$ cat src/rtl/irpw_pkg.sv
// Shared types and constants for the infrared pulse-width frame decoder.
package irpw_pkg;

  // Decoder phases; codes above PH_RECOVER are unused and act as PH_WAIT_LOW.
  typedef enum logic [2:0] {
    PH_WAIT_LOW   = 3'd0,
    PH_LEAD_BURST = 3'd1,
    PH_LEAD_SPACE = 3'd2,
    PH_BIT_BURST  = 3'd3,
    PH_BIT_SPACE  = 3'd4,
    PH_RECOVER    = 3'd5
  } phase_e;

  // Frame status codes carried with every result.
  typedef enum logic {
    ST_DECODED        = 1'b0,
    ST_SHORT_PREAMBLE = 1'b1
  } frame_status_e;

  // Configuration register map.
  localparam int unsigned ApbAddrWidth  = 3;
  localparam int unsigned ApbDataWidth  = 32;
  localparam logic        RegPreambleMin = 1'b0;  // register index, paddr[2]
  localparam logic [7:0]  PreambleMinRst = 8'd154;

  localparam int unsigned MessageWidth = 16;

endpackage

$ cat src/rtl/irpw_in_if.sv
// Handshake channel that carries one receiver line sample per transfer.
interface irpw_in_if;
  logic valid;
  logic ready;
  logic line_sample;

  modport source (output valid, output line_sample, input ready);
  modport sink   (input valid, input line_sample, output ready);
endinterface

$ cat src/rtl/irpw_out_if.sv
// Handshake channel that carries one decoded frame result per transfer.
interface irpw_out_if;
  import irpw_pkg::*;
  logic                    valid;
  logic                    ready;
  logic [MessageWidth-1:0] message;
  logic                    frame_status;

  modport source (output valid, output message, output frame_status, input ready);
  modport sink   (input valid, input message, input frame_status, output ready);
endinterface

$ cat src/rtl/ir_pulse_width_frame_decoder.sv
// Top level of the infrared pulse-width frame decoder with its APB register port.
// A sample accepted into the input register is decoded against the current phase when it
// advances, and its result (if any) is held in the output register until it is taken.
// Throughput: one sample per cycle, but a sample that produces a result waits while the
// output register is full and not read; other samples still enter while a result waits.
// Reset: rst_ni is asynchronous and active low; it returns the decoder to waiting for a
// low burst, clears counters and valid flags, and sets preamble_min to 154.
module ir_pulse_width_frame_decoder
  import irpw_pkg::*;
#(
  parameter int unsigned FRAME_BITS  = 32,
  parameter int unsigned COUNT_WIDTH = 8
) (
  input  logic                    clk_i,
  input  logic                    rst_ni,
  irpw_in_if.sink                 in_i,
  irpw_out_if.source              out_o,
  input  logic                    psel,
  input  logic                    penable,
  input  logic                    pwrite,
  input  logic [ApbAddrWidth-1:0] paddr,
  input  logic [ApbDataWidth-1:0] pwdata,
  output logic [ApbDataWidth-1:0] prdata,
  output logic                    pready
);

  // Bit index needs to reach FRAME_BITS - 1 and address any bit of the shift register.
  localparam int unsigned IdxWidth = (FRAME_BITS > 1) ? $clog2(FRAME_BITS) : 1;
  localparam int unsigned BitCntWidth = $clog2(FRAME_BITS + 1);

  // ---------------------------------------------------------------------------
  // Configuration port. The register sits at byte address 0; the two low address
  // bits are ignored and paddr[2] selects the register index.
  // ---------------------------------------------------------------------------
  logic [7:0] preamble_min_q;
  logic       cfg_write;

  assign pready    = 1'b1;
  assign cfg_write = psel && penable && pwrite && (paddr[2] == RegPreambleMin);

  always_ff @(posedge clk_i or negedge rst_ni) begin
    if (!rst_ni) begin
      preamble_min_q <= PreambleMinRst;
    end else if (cfg_write) begin
      preamble_min_q <= pwdata[7:0];
    end
  end

  always_comb begin
    prdata = '0;
    if (paddr[2] == RegPreambleMin) begin
      prdata = ApbDataWidth'(preamble_min_q);
    end
  end

  // ---------------------------------------------------------------------------
  // Input register. A sample is held here until it advances, and it is decoded against the
  // current phase when it advances.
  // ---------------------------------------------------------------------------
  logic in_valid_q;
  logic sample_q;
  logic advance;
  logic emit;

  assign in_i.ready = !in_valid_q || advance;

  always_ff @(posedge clk_i or negedge rst_ni) begin
    if (!rst_ni) begin
      in_valid_q <= 1'b0;
    end else if (in_i.ready) begin
      in_valid_q <= in_i.valid;
    end
  end

  always_ff @(posedge clk_i) begin
    if (in_i.valid && in_i.ready) begin
      sample_q <= in_i.line_sample;
    end
  end

  // ---------------------------------------------------------------------------
  // Decoder state.
  // ---------------------------------------------------------------------------
  phase_e                 phase_q, phase_d;
  logic [BitCntWidth-1:0] bit_index_q, bit_index_d;
  logic [COUNT_WIDTH-1:0] tick_count_q, tick_count_d;
  logic [COUNT_WIDTH-1:0] lead_width_q, lead_width_d;
  logic [FRAME_BITS-1:0]  bit_shift_q, bit_shift_d;

  // Shared decode terms.
  logic [COUNT_WIDTH-1:0] tick_inc;
  logic                   bit_is_one;
  logic [FRAME_BITS-1:0]  shift_new;
  logic [31:0]            shift_ext;
  logic                   last_bit;
  logic                   lead_short;

  // Space counts stick at all ones instead of wrapping on very long spaces.
  assign tick_inc   = (&tick_count_q) ? tick_count_q : tick_count_q + 1'b1;
  // A data bit is 1 when its space is longer than a quarter of the lead space.
  assign bit_is_one = tick_count_q > (lead_width_q >> 2);
  assign shift_new  = bit_shift_q |
                      (FRAME_BITS'(bit_is_one) << bit_index_q[IdxWidth-1:0]);
  assign shift_ext  = 32'(shift_new);
  assign last_bit   = bit_index_q == BitCntWidth'(FRAME_BITS - 1);
  // The lead space count is compared against the 8-bit threshold, zero extended.
  assign lead_short = 32'(tick_count_q) < 32'(preamble_min_q);

  // Next-state logic.
  always_comb begin
    phase_d      = phase_q;
    bit_index_d  = bit_index_q;
    tick_count_d = tick_count_q;
    lead_width_d = lead_width_q;
    bit_shift_d  = bit_shift_q;
    unique case (phase_q)
      PH_LEAD_BURST: begin
        if (sample_q) begin
          tick_count_d = COUNT_WIDTH'(1);
          phase_d      = PH_LEAD_SPACE;
        end
      end
      PH_LEAD_SPACE: begin
        if (sample_q) begin
          tick_count_d = tick_inc;
        end else begin
          lead_width_d = tick_count_q;
          if (lead_short) begin
            phase_d = PH_RECOVER;
          end else begin
            bit_index_d = '0;
            bit_shift_d = '0;
            phase_d     = PH_BIT_BURST;
          end
        end
      end
      PH_BIT_BURST: begin
        if (sample_q) begin
          tick_count_d = COUNT_WIDTH'(1);
          phase_d      = PH_BIT_SPACE;
        end
      end
      PH_BIT_SPACE: begin
        if (sample_q) begin
          tick_count_d = tick_inc;
        end else begin
          bit_shift_d = shift_new;
          bit_index_d = last_bit ? '0 : bit_index_q + 1'b1;
          phase_d     = last_bit ? PH_RECOVER : PH_BIT_BURST;
        end
      end
      PH_RECOVER: begin
        // Wait for the line to go idle again before looking for the next frame.
        if (sample_q) begin
          phase_d = PH_WAIT_LOW;
        end
      end
      default: begin
        // Waiting for a low burst; unused phase codes behave the same way.
        phase_d = sample_q ? PH_WAIT_LOW : PH_LEAD_BURST;
      end
    endcase
  end

  // Result logic: a result comes on the low sample that ends the lead space
  // (when too short) or the last data space.
  logic [MessageWidth-1:0] msg_d;
  logic                    status_d;

  always_comb begin
    emit     = 1'b0;
    msg_d    = '0;
    status_d = ST_DECODED;
    unique case (phase_q)
      PH_LEAD_SPACE: begin
        if (!sample_q && lead_short) begin
          emit     = 1'b1;
          status_d = ST_SHORT_PREAMBLE;
        end
      end
      PH_BIT_SPACE: begin
        if (!sample_q && last_bit) begin
          emit  = 1'b1;
          msg_d = {shift_ext[23:16], shift_ext[7:0]};
        end
      end
      default: begin
        emit = 1'b0;
      end
    endcase
  end

  // A sample only waits when it produces a result and the output is still full.
  assign advance = in_valid_q && (!emit || !out_o.valid || out_o.ready);

  always_ff @(posedge clk_i or negedge rst_ni) begin
    if (!rst_ni) begin
      phase_q      <= PH_WAIT_LOW;
      bit_index_q  <= '0;
      tick_count_q <= '0;
      lead_width_q <= '0;
      bit_shift_q  <= '0;
    end else if (advance) begin
      phase_q      <= phase_d;
      bit_index_q  <= bit_index_d;
      tick_count_q <= tick_count_d;
      lead_width_q <= lead_width_d;
      bit_shift_q  <= bit_shift_d;
    end
  end

  // ---------------------------------------------------------------------------
  // Output register. It is refilled in the same cycle that its result is taken.
  // ---------------------------------------------------------------------------
  logic                    out_valid_q;
  logic [MessageWidth-1:0] message_q;
  logic                    status_q;

  always_ff @(posedge clk_i or negedge rst_ni) begin
    if (!rst_ni) begin
      out_valid_q <= 1'b0;
    end else if (advance && emit) begin
      out_valid_q <= 1'b1;
    end else if (out_o.ready) begin
      out_valid_q <= 1'b0;
    end
  end

  always_ff @(posedge clk_i) begin
    if (advance && emit) begin
      message_q <= msg_d;
      status_q  <= status_d;
    end
  end

  assign out_o.valid        = out_valid_q;
  assign out_o.message      = message_q;
  assign out_o.frame_status = status_q;

  // ---------------------------------------------------------------------------
  // Assertions.
  // ---------------------------------------------------------------------------
  a_reject_zero: assert property (@(posedge clk_i) disable iff (!rst_ni)
    out_valid_q && (status_q == ST_SHORT_PREAMBLE) |-> message_q == '0)
    else $error("rejected preamble result carries a nonzero message");

  a_emit_to_recover: assert property (@(posedge clk_i) disable iff (!rst_ni)
    advance && emit |=> phase_q == PH_RECOVER && out_valid_q)
    else $error("result issued without entering recovery or filling the output");

  a_emit_on_low: assert property (@(posedge clk_i) disable iff (!rst_ni)
    emit |-> !sample_q && (phase_q == PH_LEAD_SPACE || phase_q == PH_BIT_SPACE))
    else $error("result raised outside the end of a space");

  a_bit_index_range: assert property (@(posedge clk_i) disable iff (!rst_ni)
    32'(bit_index_q) < FRAME_BITS)
    else $error("bit index ran past the frame length");

  a_no_overwrite: assert property (@(posedge clk_i) disable iff (!rst_ni)
    out_valid_q && !out_o.ready |=> $stable(message_q) && $stable(status_q))
    else $error("pending result overwritten");

endmodule

$ cat src/flat_wrapper.sv
// flat-port wrapper written by rule: the top's interface ports become plain ports
module ir_pulse_width_frame_decoder_flat import irpw_pkg::*;
#(
  parameter int unsigned FRAME_BITS  = 32,
  parameter int unsigned COUNT_WIDTH = 8
)
  (clk_i, rst_ni, psel, penable, pwrite, paddr, pwdata, prdata, pready, in_i_valid, in_i_line_sample, in_i_ready, out_o_valid, out_o_message, out_o_frame_status, out_o_ready);
  irpw_in_if in_i_i ();
  irpw_out_if out_o_i ();
  input  logic clk_i;
  input  logic rst_ni;
  input  logic psel;
  input  logic penable;
  input  logic pwrite;
  input  logic [ApbAddrWidth-1:0] paddr;
  input  logic [ApbDataWidth-1:0] pwdata;
  output logic [ApbDataWidth-1:0] prdata;
  output logic pready;
  input wire logic [$bits(in_i_i.valid)-1:0] in_i_valid;
  input wire logic [$bits(in_i_i.line_sample)-1:0] in_i_line_sample;
  output wire logic [$bits(in_i_i.ready)-1:0] in_i_ready;
  output wire logic [$bits(out_o_i.valid)-1:0] out_o_valid;
  output wire logic [$bits(out_o_i.message)-1:0] out_o_message;
  output wire logic [$bits(out_o_i.frame_status)-1:0] out_o_frame_status;
  input wire logic [$bits(out_o_i.ready)-1:0] out_o_ready;
  assign in_i_i.valid = in_i_valid;
  assign in_i_i.line_sample = in_i_line_sample;
  assign in_i_ready = in_i_i.ready;
  assign out_o_valid = out_o_i.valid;
  assign out_o_message = out_o_i.message;
  assign out_o_frame_status = out_o_i.frame_status;
  assign out_o_i.ready = out_o_ready;
  ir_pulse_width_frame_decoder #(.FRAME_BITS(FRAME_BITS), .COUNT_WIDTH(COUNT_WIDTH)) u_core (.clk_i(clk_i), .rst_ni(rst_ni), .in_i(in_i_i), .out_o(out_o_i), .psel(psel), .penable(penable), .pwrite(pwrite), .paddr(paddr), .pwdata(pwdata), .prdata(prdata), .pready(pready));
endmodule
$ cat config.mk
export PLATFORM = sky130hd
export DESIGN_NAME = ir_pulse_width_frame_decoder_flat
export DESIGN_NICKNAME = d
export VERILOG_FILES = /design/src/rtl/irpw_pkg.sv /design/src/rtl/irpw_in_if.sv /design/src/rtl/irpw_out_if.sv /design/src/rtl/ir_pulse_width_frame_decoder.sv /design/src/flat_wrapper.sv
export SDC_FILE = /design/constraint.sdc
export NUM_CORES = 1
export LEC_CHECK = 0
export BUFFER_PORTS_ARGS = -buffer_cell sky130_fd_sc_hd__buf_2
export CAP_MARGIN = 0
export CORE_UTILIZATION = 30
export DETAILED_ROUTE_END_ITERATION = 8
export MAX_ROUTING_LAYER = met4
export SETUP_SLACK_MARGIN = 0.05
export SLEW_MARGIN = 20
export SYNTH_ARGS = -nofsm -noshare
export SYNTH_HDL_FRONTEND = slang
export SYNTH_SLANG_ARGS = --single-unit
export TNS_END_PERCENT = 50
$ cat constraint.sdc
create_clock -name clk_i -period 6.2 [get_ports clk_i]
set_input_delay 0.62 -clock clk_i [delete_from_list [all_inputs] [get_ports clk_i]]
set_output_delay 0.62 -clock clk_i [all_outputs]
set_load 0.02 [all_outputs]
# Yosys cells after proc, flatten, opt, wreduce, memory -nomap -nowiden
# Cells that the tools add are included.
classes:
  add_sub_neg: 2
  shift: 1
  magnitude_cmp: 2
  bitwise: 3
  n_mux: 28
  n_reduce_logical: 26
  n_eq_ne: 15
op_table:
  columns: ["op", "count"]
  rows:
  - ["32-bit 2-to-1 mux", 3]
  - ["32-bit case mux with 2 select lines", 1]
  - ["8-bit 2-to-1 mux", 4]
  - ["32-bit bitwise OR", 1]
  - ["1-bit by 5-bit left shift with 32-bit output", 1]
  - ["6-bit 2-to-1 mux", 4]
  - ["3-bit 2-to-1 mux", 7]
  - ["8-bit case mux with 2 select lines", 1]
  - ["3-bit case mux with 5 select lines", 1]
  - ["6-bit case mux with 2 select lines", 1]
  - ["2-bit by 1-bit != test with 1-bit output (second input constant)", 5]
  - ["5-bit AND reduction", 2]
  - ["8-bit by 1-bit adder with 8-bit output (second input constant)", 1]
  - ["8-bit by 6-bit greater-than comparator with 1-bit output", 1]
  - ["1-bit logical AND", 8]
  - ["8-bit less-than comparator", 1]
  - ["2-bit != test (second input constant)", 4]
  - ["8-bit AND reduction", 1]
  - ["6-bit by 1-bit adder with 6-bit output (second input constant)", 1]
  - ["3-bit by 2-bit equality test with 1-bit output (second input constant)", 2]
  - ["3-bit equality test (second input constant)", 2]
  - ["6-bit by 5-bit equality test with 1-bit output (second input constant)", 1]
  - ["6-bit AND reduction", 1]
  - ["2-bit nonzero test", 3]
  - ["other kinds (9)", 20]
totals:
  input_bits: 43
  register_bits: 85
  wordCells: 88
  output_inout_bits: 52

# Depth between registers and ports, before layout
# Gate-level depths: netlist of the first run.
logic_depth:
  ltp_word: 10
  depth_mapped: 10
  mapped_depth_nobuf: 8

# Worst setup path before layout of the first run
# No wires, ideal clock.
synth_timing:
  path_kind: "register to register"
  start: "register u_core.tick_count_q[6]"
  end: "register u_core.status_q, in the netlist u_core.out_o.frame_status, enable pin"
  n_path_buf: 0
  t_arrival_ns: 2.472
  setup_ns: 0.390
  path_slack_ns: 3.337
  path_stages_with_launch: 8
  required_ns: 5.810
  period_less_slack_ns: 2.863
  path_cell_list: "dfrtp_1 -> ha_1 -> a21o_1 -> a21oi_2 -> o31ai_4 -> nor4_2 -> o21ai_2 -> nor2_1"
synth_between:
  elab_chain_cells: 9
synth_rtl:
  columns: ["item", "line_no", "rtl"]
  rows:
  - ["start, declared", "ir_pulse_width_frame_decoder.sv:86", "logic [COUNT_WIDTH-1:0] tick_count_q, tick_count_d;"]
  - ["start signal, assigned", "ir_pulse_width_frame_decoder.sv:206", "tick_count_q <= tick_count_d;"]
  - ["8-bit less-than comparator (*)", "ir_pulse_width_frame_decoder.sv:107", "assign lead_short = 32'(tick_count_q) < 32'(preamble_min_q);"]
  - ["1-bit logical AND (*)", "ir_pulse_width_frame_decoder.sv:176", "if (!sample_q && lead_short) begin"]
  - ["1-bit 2-to-1 mux (*)", "ir_pulse_width_frame_decoder.sv:176", null]
  - ["1-bit case mux with 2 select lines (*)", "ir_pulse_width_frame_decoder.sv:174", "unique case (phase_q)"]
  - ["1-bit zero test", "ir_pulse_width_frame_decoder.sv:194", "assign advance = in_valid_q && (!emit || !out_o.valid || out_o.ready);"]
  - ["1-bit logical OR (2 in series)", "ir_pulse_width_frame_decoder.sv:194", null]
  - ["1-bit logical AND", "ir_pulse_width_frame_decoder.sv:194", null]
  - ["1-bit logical AND (*)", "ir_pulse_width_frame_decoder.sv:230", "if (advance && emit) begin"]
  - ["end signal, assigned", "ir_pulse_width_frame_decoder.sv:232", "status_q <= status_d;"]
  - ["end, declared", "ir_pulse_width_frame_decoder.sv:217", "logic status_q;"]
# Every way passes the cells marked *; elsewhere a longest branch is shown, timed or not.
# A chain may end at the register's enable or synchronous reset.

# Worst setup path in the final report of the first run
layout_timing:
  start: "register u_core.bit_index_q[0]"
  end: "output in_i_ready"
layout_between:
  elab_chain_cells: 9
layout_rtl:
  columns: ["item", "line_no", "rtl"]
  rows:
  - ["start, declared", "ir_pulse_width_frame_decoder.sv:85", "logic [BitCntWidth-1:0] bit_index_q, bit_index_d;"]
  - ["start signal, assigned", "ir_pulse_width_frame_decoder.sv:205", "bit_index_q <= bit_index_d;"]
  - ["6-bit by 5-bit equality test with 1-bit output", "ir_pulse_width_frame_decoder.sv:105", "assign last_bit = bit_index_q == BitCntWidth'(FRAME_BITS - 1);"]
  - ["1-bit logical AND", "ir_pulse_width_frame_decoder.sv:182", "if (!sample_q && last_bit) begin"]
  - ["1-bit 2-to-1 mux", "ir_pulse_width_frame_decoder.sv:182", null]
  - ["1-bit case mux with 2 select lines", "ir_pulse_width_frame_decoder.sv:174", null]
  - ["1-bit zero test", "ir_pulse_width_frame_decoder.sv:194", null]
  - ["1-bit logical OR (2 in series)", "ir_pulse_width_frame_decoder.sv:194", null]
  - ["1-bit logical AND", "ir_pulse_width_frame_decoder.sv:194", null]
  - ["1-bit logical OR", "ir_pulse_width_frame_decoder.sv:65", "assign in_i.ready = !in_valid_q || advance;"]
  - ["end, declared", "flat_wrapper.sv:21", "output wire logic [$bits(in_i_i.ready)-1:0] in_i_ready;"]
# Every way passes these cells.

==> results of run 1 <==
## cells by family (layout without fill, tap and decap cells)
group | after synthesis | after routing | synth area share (%)
flops | 67 | 67 | 46.5
other cells | 2 | 25 | 0.197
xor+xnor | 7 | 7 | 1.61
mux | 16 | 16 | 4.67
compound gates | 83 | 83 | 16.9
simple gates | 121 | 121 | 15.6
fa+ha+maj | 15 | 15 | 4.93
buf+inv | 63 | 78 | 9.57
## how the worst max path moves through the flow
| stage | slack (ns) | to | depth (start not counted) | start |
|---|---|---|---|---|
| after detailed placement | 3.13 | in_i_ready | 8 | u_core.bit_index_q[0] |
| after CTS | 2.75 | in_i_ready | 8 | u_core.bit_index_q[0] |
| after global placement | 3.18 | in_i_ready | 8 | u_core.bit_index_q[0] |
| final | 2.80 | in_i_ready | 8 | u_core.bit_index_q[0] |
| after global routing | 2.59 | in_i_ready | 8 | u_core.bit_index_q[0] |
| after floorplan | 3.34 | u_core.out_o.frame_status | 7 | u_core.tick_count_q[6] |
## through the flow
stage                     instance area (um^2)  std cells  util (%)
after detailed placement                  4030        564      33.0
final                                     4330        580      35.5
after CTS                                 4330        580      35.5
after floorplan                           3890        397         -
after global routing                      4330        580      35.5
after global placement                    4030        564      33.0
## power by group
group / switching (W) / internal (W)
combinational: 0.000342 / 0.000165
sequential: 0.0000854 / 0.000522
clock: 0.000200 / 0.000314
## sequential cells by signal (all words and copies together), names as in the netlist
name	cells
u_core.bit_shift_q	16
u_core.out_o.message	16
u_core.preamble_min_q	8
u_core.tick_count_q	8
u_core.bit_index_q	6
u_core.lead_width_q	6
u_core.phase_q	3
u_core.in_valid_q	1
u_core.out_o.frame_status	1
u_core.out_o.valid	1
u_core.sample_q	1
## cell type report
class | count | area (um^2) | share of cell area [%]
Clock inverter | 7 | 76.3 | 1.76
Timing Repair Buffer | 44 | 225 | 5.20
Inverter | 18 | 68.8 | 1.59
Clock buffer | 9 | 225 | 5.20
Tap cell | 168 | 210 | 4.85
Sequential cell | 67 | 1770 | 40.9
Multi-Input combinational cell | 267 | 1760 | 40.5
## placed cells by master, fill, tap and decap left out, drive strengths merged, types with 15 or more instances in the layout
master  instances
a31oi          17
buf            44
conb           25
dfrtp          45
edfxtp         18
ha             15
inv            19
nand2          15
nor2           54
## per-layer routing
layer	vias to the layer above	global-route usage (%)	wire length (um)
met4	0	3.64	55
met5	-	-	0
met2	77	21.3	3710
met3	5	3.12	407
met1	1339	17.2	3570
li1	1360	-	-
==> run summary, run 1 <==
Worst r2r path cells -> 6
Max Freq -> 294 MHz
Worst r2r src -> u_core.tick_count_q[3]
Netlist cell types -> 63
Boundary Pins -> 95
Yosys warns -> 0
TritonCTS clock tree -> built
Final Slew Violations -> 0
DR pass1 iterations -> 5
Post-CTS Resized -> 0
Reg-to-Reg End -> u_core.out_o.message[0]
CP arrival -> 2.78 ns
Overall power -> 0.00163 W
Setup WS post-layout -> 2.80 ns
Worst hold path type -> input pin to async pin
Setup violators final -> 0
Routed Wire Length -> 7.75 mm
Final net count -> 465
CTS max path bufs -> 2
Leak Pwr -> 1.87 nW
Slowest-stage cell, CP -> or3_1
Global-route wire length before repair -> 13.4 mm
Initial antenna violation count -> 0
Post-route ant nets -> 0
Final worst path period need -> 3.40 ns
Seq/Total Area, Yosys -> 46.5%
Worst path top cell family by delay -> simple AND/OR/NAND/NOR gates
Vias per inst -> 4.79
Ant. Diodes -> 0
Synth top area share -> 29.6%
#FFs+latches synth -> 67
Synth async-reset ratio -> 73.1%
Worst Setup End Kind -> output pin
Largest net degree at the start of global routing -> 50
Latest clock arrival within the worst-skew pair -> 0.34 ns
Crit path cell chain -> ha_1 -> and3_1 -> nand3b_1 -> or3_1 -> clkinv_2 -> o21ai_2 -> or2_1 -> buf_2
Synth-to-layout area growth -> 13.9%
Crit share post-route -> 54.9%
Site Rows -> 40
CP Max Fanout -> 17
Drc violations -> 0
# fillers -> 1,264
Slew HR -> 31.3%
Vias -> 2,781
Full die area -> 13,100 um^2
Initial DRC count -> 127
Synth Instances -> 374
Effective utilization at floorplan -> 31.2%
Final hold vios -> 0
Mean area per synthesized cell -> 10.2 um^2
Worst-path clk slew -> 0.06 ns
Clk sinks -> 67
Layout cells sized above 1 -> 22.1%
DP HPWL -> 5.50 mm
R2r setup slk -> 3.39 ns
CP max stage delay -> 0.70 ns
Synthesized area -> 3810 um^2
Pre-CTS WS -> 3.13 ns
Hold buffers post-CTS -> 0
Clock skew -> 0.00410 ns
Unrepaired setup endpoints after global routing -> false
Fin Hold WS -> 0.304 ns
Synth top cells by count -> nor2_1 (53), dfrtp_1 (45), buf_4 (26), edfxtp_1 (18), inv_1 (17)
Max-cap viol count -> 0
Final Wtd Congestion -> 0.763
Core box area -> 12,200 um^2
Total gr overflow -> 0
GRT Resource Usage Total -> 13.4%
Buffers added on ports -> 43
Root Buffer -> clkbuf_16
H-tree depth -> 3
Ys flop type -> dfrtp_1
Post-CTS Setup Inserts -> 0
Critical path required time -> 5.58 ns
Die width -> 115 um
Top cells by area, synth -> dfrtp_1 (30%), edfxtp_1 (14%), nor2_1 (5.2%)
Startpoint types -> flip-flop
Pwr Density -> 376 nW/um^2
Die Span Y -> 115 um
Critical path class -> flip-flop to output pin
CTS buffer count -> 9
Slew @ Worst Pin -> 1.03 ns
Number of synthesized flops with an enable pin -> 18
Status -> completed
Crit path buf inv count -> 2
Sum Neg Setup Slack -> 0 ns
Top-count cell post-synth -> nor2_1
Vias in the first global route -> 2,655
VDD IR max -> 0.171 mV
Synth area leader -> dfrtp_1
Wire per inst -> 13.4 um
Note: power is estimated with default switching activity, not from simulation.
==> inputs of run 2 (changes only) <==
Clock period 6.2 ns to 2.9 ns, I/O delays scaled along.
==> run 2 against run 1 <==
Net effect:
- cell area increased by 3.7%
- register-to-register slack worse by 3.1 ns
- routed wire length is 2.6% lower
- critical path depth increased by 1
- sequential share of layout area down 1.4 points
- clock skew is 0.0024 ns higher
- die area unchanged
- clock power is 140% higher
- utilization increased by 1.3 points
- combinational power is 130% higher
- critical path type unchanged
- critical endpoint unchanged
- largest power group unchanged
==> run summary, run 2 (same netlist as run 1, synthesis figures left out) <==
Buffers added on ports -> 43
Overall power -> 0.00368 W
Critical path required time -> 2.61 ns
Hold Startpoint -> in_i_line_sample
R2r setup slk -> 0.32 ns
Worst Setup End Kind -> output pin
Final net count -> 476
CTS max path bufs -> 2
Latest clock arrival within the worst-skew pair -> 0.33 ns
VDD IR max -> 0.358 mV
# fillers -> 1,269
Slew HR -> 50.5%
Layout cells sized above 1 -> 23.9%
Crit share post-route -> 93.1%
Largest net degree at the start of global routing -> 33
Final Slew Violations -> 0
Hold worst-path end -> u_core.sample_q
Vias per inst -> 4.72
CTS buffer count -> 9
Post-layout util -> 36.8%
Final Wtd Congestion -> 0.840
Critical path class -> flip-flop to output pin
Effective utilization at floorplan -> 31.2%
Sum Neg Setup Slack -> 0 ns
Final hold vios -> 0
Root Buffer -> clkbuf_16
DR pass1 iterations -> 4
Full die area -> 13,100 um^2
Final worst path period need -> 2.70 ns
Worst-path clk slew -> 0.06 ns
Routed Wire Length -> 7.55 mm
H-tree depth -> 3
Pre-CTS WS -> 0.332 ns
Hold depth -> 1
Setup WS post-layout -> 0.200 ns
Worst Setup SP -> u_core.preamble_min_q[1]
CP arrival -> 2.41 ns
Vias in the first global route -> 2,670
Worst hold path type -> input pin to flip-flop
Core box area -> 12,200 um^2
Leak Pwr -> 1.95 nW
Ant. Diodes -> 0
Slew @ Worst Pin -> 0.741 ns
Worst r2r path cells -> 8
Clock skew -> 0.00652 ns
Max-cap viol count -> 0
Total gr overflow -> 0
Reg-to-Reg End -> u_core.lead_width_q[3]
Worst r2r src -> u_core.preamble_min_q[1]
Status -> completed
Clk sinks -> 67
Die Span Y -> 115 um
Startpoint types -> flip-flop
Site Rows -> 40
Commonest non-fill, non-tap cell in the layout -> nor2_1
Die width -> 115 um
Vias -> 2,790
Max Freq -> 370 MHz
GRT Resource Usage Total -> 12.8%
Global-route wire length before repair -> 12.7 mm
Drc violations -> 0
Setup violators final -> 0
Pwr Density -> 818 nW/um^2
TritonCTS clock tree -> built
Unrepaired setup endpoints after global routing -> false
DP HPWL -> 5.59 mm
Boundary Pins -> 95
Wire per inst -> 12.8 um
Commonest non-fill, non-tap cells in the layout -> nor2_1 (52), dfrtp_1 (45), buf_2 (43)
Area after DPL -> 4090 um^2
Initial DRC count -> 101
Post-route ant nets -> 0
Initial antenna violation count -> 0
CP Max Fanout -> 4
Synth-to-layout area growth -> 18.0%
Final Instance Area -> 4490 um^2
## run 2: cell count changes in the layout (fill, tap and decap cells not counted), sizes merged
cell and delta:
buf +10, bufinv +2, clkinvlp -2, clkinv +1, dlygate4sd3 +1, inv -1
## run 2: final cells by class
type                            count  area (um^2)  share of cell area [%]
Timing Repair Buffer               55          320                    7.13
Sequential cell                    67         1770                    39.4
Inverter                           18         68.8                    1.53
Clock buffer                        9          225                    5.01
Clock inverter                      7          115                    2.56
Multi-Input combinational cell    267         1780                    39.7
Tap cell                          168          210                    4.68
## run 2: metal layers
metal  wire [um]  GRT usage, %  vias up
met4         105          3.55        0
met5           0             -        -
met1        3430          15.3     1310
met3         389          3.76       13
met2        3620          21.1       80
li1            -             -     1387
## run 2: repair_timing
| action | in CTS | in global routing |
|---|---|---|
| endpoints found under the setup margin | 1 | 1 |
| resized for setup | 2 | 1 |
| setup buffers | 0 | 4 |
| endpoints found under the hold margin | 16 | 0 |
| pin swaps | 2 | 2 |
| hold buffers | 1 | 0 |
| gates cloned | 0 | 0 |
## run 2: worst max-delay path, cell delays in order (launching register included)
cell and delay [ns]:
dfstp_2 0.52, inv_1 0.06, ha_1 0.21, nor4_2 0.31
o21a_1 0.23, o31ai_4 0.11, nor4_4 0.18, o21ai_2 0.10
or2_1 0.21, buf_2 0.15
## run 2: worst max path at each step
stage,slack (ns),depth (start not counted),to
6_report,0.20,9,in_i_ready
5_1_grt,0.09,9,in_i_ready
4_1_cts,0.06,9,in_i_ready
3_5_place_dp,0.33,9,in_i_ready
3_3_place_gp,0.38,8,in_i_ready
2_1_floorplan,0.31,7,u_core.out_o.frame_status
## run 2: per-stage QoR
step,cells,hold slack [ns]
2_1_floorplan,397,-0.00559
3_3_place_gp,569,0.454
3_5_place_dp,570,0.291
4_1_cts,587,0.121
5_1_grt,591,0.124
6_report,591,0.135
## run 2: report_power, final
part           internal, W  leakage (nW)  switching, W
sequential         0.00112         0.794      0.000165
combinational     0.000404         0.987      0.000752
clock             0.000837         0.165      0.000399
==> inputs of run 3 (changes only) <==
Settings changed: CELL_PAD_IN_SITES_DETAIL_PLACEMENT set to 0, CELL_PAD_IN_SITES_GLOBAL_PLACEMENT set to 1, CTS_BUF_LIST set to sky130_fd_sc_hd__clkbuf_2, PLACE_DENSITY_LB_ADDON set to 0.1.
==> run 3 against run 2 <==
Net effect:
- utilization fell by 0.12 points
- die area did not move
- highest routed layer unchanged
- combinational power rose by 5%
- cell count rose by 2.5%
- critical path type unchanged
==> run summary, run 3 (same netlist as run 1, synthesis figures left out) <==
Status -> completed
Global-route wire length before repair -> 14.4 mm
Die Span Y -> 115 um
Routed Wire Length -> 8.69 mm
H-tree depth -> 3
Comb pwr share -> 38.5%
Sw Share -> 41.9%
Pwr Density -> 706 nW/um^2
Latest clock arrival within the worst-skew pair -> 0.56 ns
Buffers added on ports -> 43
Overall power -> 0.00316 W
DR pass1 iterations -> 4
Worst hold path type -> input pin to flip-flop
Commonest non-fill, non-tap cell in the layout -> nor2_1
Max Freq -> 356 MHz
Ant. Diodes -> 0
Final Slew Violations -> 0
Drc violations -> 0
VDD IR max -> 0.393 mV
Crit share post-route -> 96.9%
Boundary Pins -> 95
Hold depth -> 3
Sequential share of power -> 40.8%
Root Buffer -> clkbuf_2
Post-layout util -> 36.7%
Storage element area -> 1780 um^2
Vias per inst -> 4.72
Worst r2r path cells -> 7
Core box area -> 12,200 um^2
Max-cap viol count -> 0
Initial antenna violation count -> 0
Internal -> 0.00184 W
Setup WS post-layout -> 0.0903 ns
Post-route ant nets -> 0
Vias -> 2,860
Unrepaired setup endpoints after global routing -> true
Commonest non-fill, non-tap cells in the layout -> nor2_1 (52), buf_2 (42), dfrtp_1 (42)
Site Rows -> 40
Clock skew -> 0.0210 ns
CTS buffer count -> 9
Multi-input logic area -> 1830 um^2
Clk sinks -> 67
Vias in the first global route -> 2,848
Leak Pwr -> 1.94 nW
Effective utilization at floorplan -> 31.2%
Layout cells sized above 1 -> 26.5%
DP HPWL -> 5.95 mm
Final Wtd Congestion -> 0.723
GRT Resource Usage Total -> 14.8%
CTS max path bufs -> 2
Largest net degree at the start of global routing -> 33
Wire per inst -> 14.3 um
Slew @ Worst Pin -> 0.640 ns
Slew HR -> 57.0%
Worst Setup End Kind -> output pin
Total gr overflow -> 0
Initial DRC count -> 178
Full die area -> 13,100 um^2
Worst-path clk slew -> 0.19 ns
Final worst path period need -> 2.81 ns
TritonCTS clock tree -> built
Final hold vios -> 0
# fillers -> 1,260
Critical path required time -> 2.61 ns
Die width -> 115 um
CP Max Fanout -> 2
Setup violators final -> 0
Switching Power -> 0.00132 W
Synth-to-layout area growth -> 17.7%
Startpoint types -> flip-flop
Clock share of power -> 20.7%
Critical path class -> flip-flop to output pin
CP arrival -> 2.52 ns
Pre-CTS WS -> 0.289 ns
Final net count -> 491
[run 3: cell types whose count changed in the layout (fill, tap and decap cells not counted), moves of 3 or more]
cell           before  now
clkbuf_2            0   11
dlygate4sd3_1       1   11
clkbuf_16           9    0
buf_4              10   15
dfrtp_1            45   42
dfrtp_2             0    3
[run 3: routing by layer]
| metal | track usage, % | vias up | part of all wire [%] |
|---|---|---|---|
| li1 | - | 1414 | - |
| met1 | 17.7 | 1377 | 46 |
| met2 | 23.9 | 57 | 49 |
| met3 | 3.86 | 12 | 3.5 |
| met4 | 5.97 | 0 | 1.7 |
| met5 | - | - | 0 |
[run 3: power groups by stage]
stage | Clock (W) | Combinational [W] | Sequential (W)
global placement | 0 | 0.00116 | 0.00130
global route | 0.000719 | 0.00137 | 0.00132
floorplan | 0 | 0.000968 | 0.00123
finish | 0.000654 | 0.00122 | 0.00129
CTS | 0.000692 | 0.00121 | 0.00129
detailed placement | 0 | 0.00116 | 0.00131
[run 3: cell type report]
class	instances	share of cell area, %
timing repair buffer	70	10.4
clock buffer	11	1.23
multi-input combinational	267	40.8
tap	168	4.69
clock inverter	5	1.73
inverter	18	1.54
sequential	67	39.6
[run 3: stage by stage]
stage          hold slack [ns]  instances  setup TNS (ns)  instance area, um^2
2_1_floorplan         -0.00559        397               0                 3890
3_3_place_gp             0.335        573               0                 4110
3_5_place_dp             0.333        573               0                 4110
4_1_cts                  0.126        606         -0.0152                 4450
5_1_grt                  0.218        606         -0.0995                 4480
6_report                 0.201        606               0                 4480
[run 3: worst paths after layout]
path,end,from,slack (ns)
worst max-delay path,in_i_ready,u_core.preamble_min_q[4],0.09
worst min-delay path,u_core.out_o.valid,out_o_ready,0.20
worst max register to register,u_core.out_o.message[0],u_core.tick_count_q[3],0.46
worst min register to register,u_core.bit_index_q[5],u_core.bit_index_q[5],0.49
max in group asynchronous,u_core.bit_index_q[0],rst_ni,1.82
min in group asynchronous,u_core.preamble_min_q[2],rst_ni,0.27
[run 3: timing repair]
item                                   CTS  global route
hold buffers                            11             0
endpoints found under the hold margin   31             0
setup buffers                            6             0
pin swaps                                6             0
resized for setup                       14             4
setup endpoints to repair                1             1
gates cloned                             0             0
[run 3: worst max-delay path, cell delays in order, from the launching register on]
cell     delay (ns)
dfstp_2        0.57
inv_2          0.05
ha_4           0.16
nor4_4         0.25
o21a_1         0.20
o31ai_4        0.10
nor4_4         0.19
o21ai_2        0.08
or2_1          0.24
buf_6          0.13
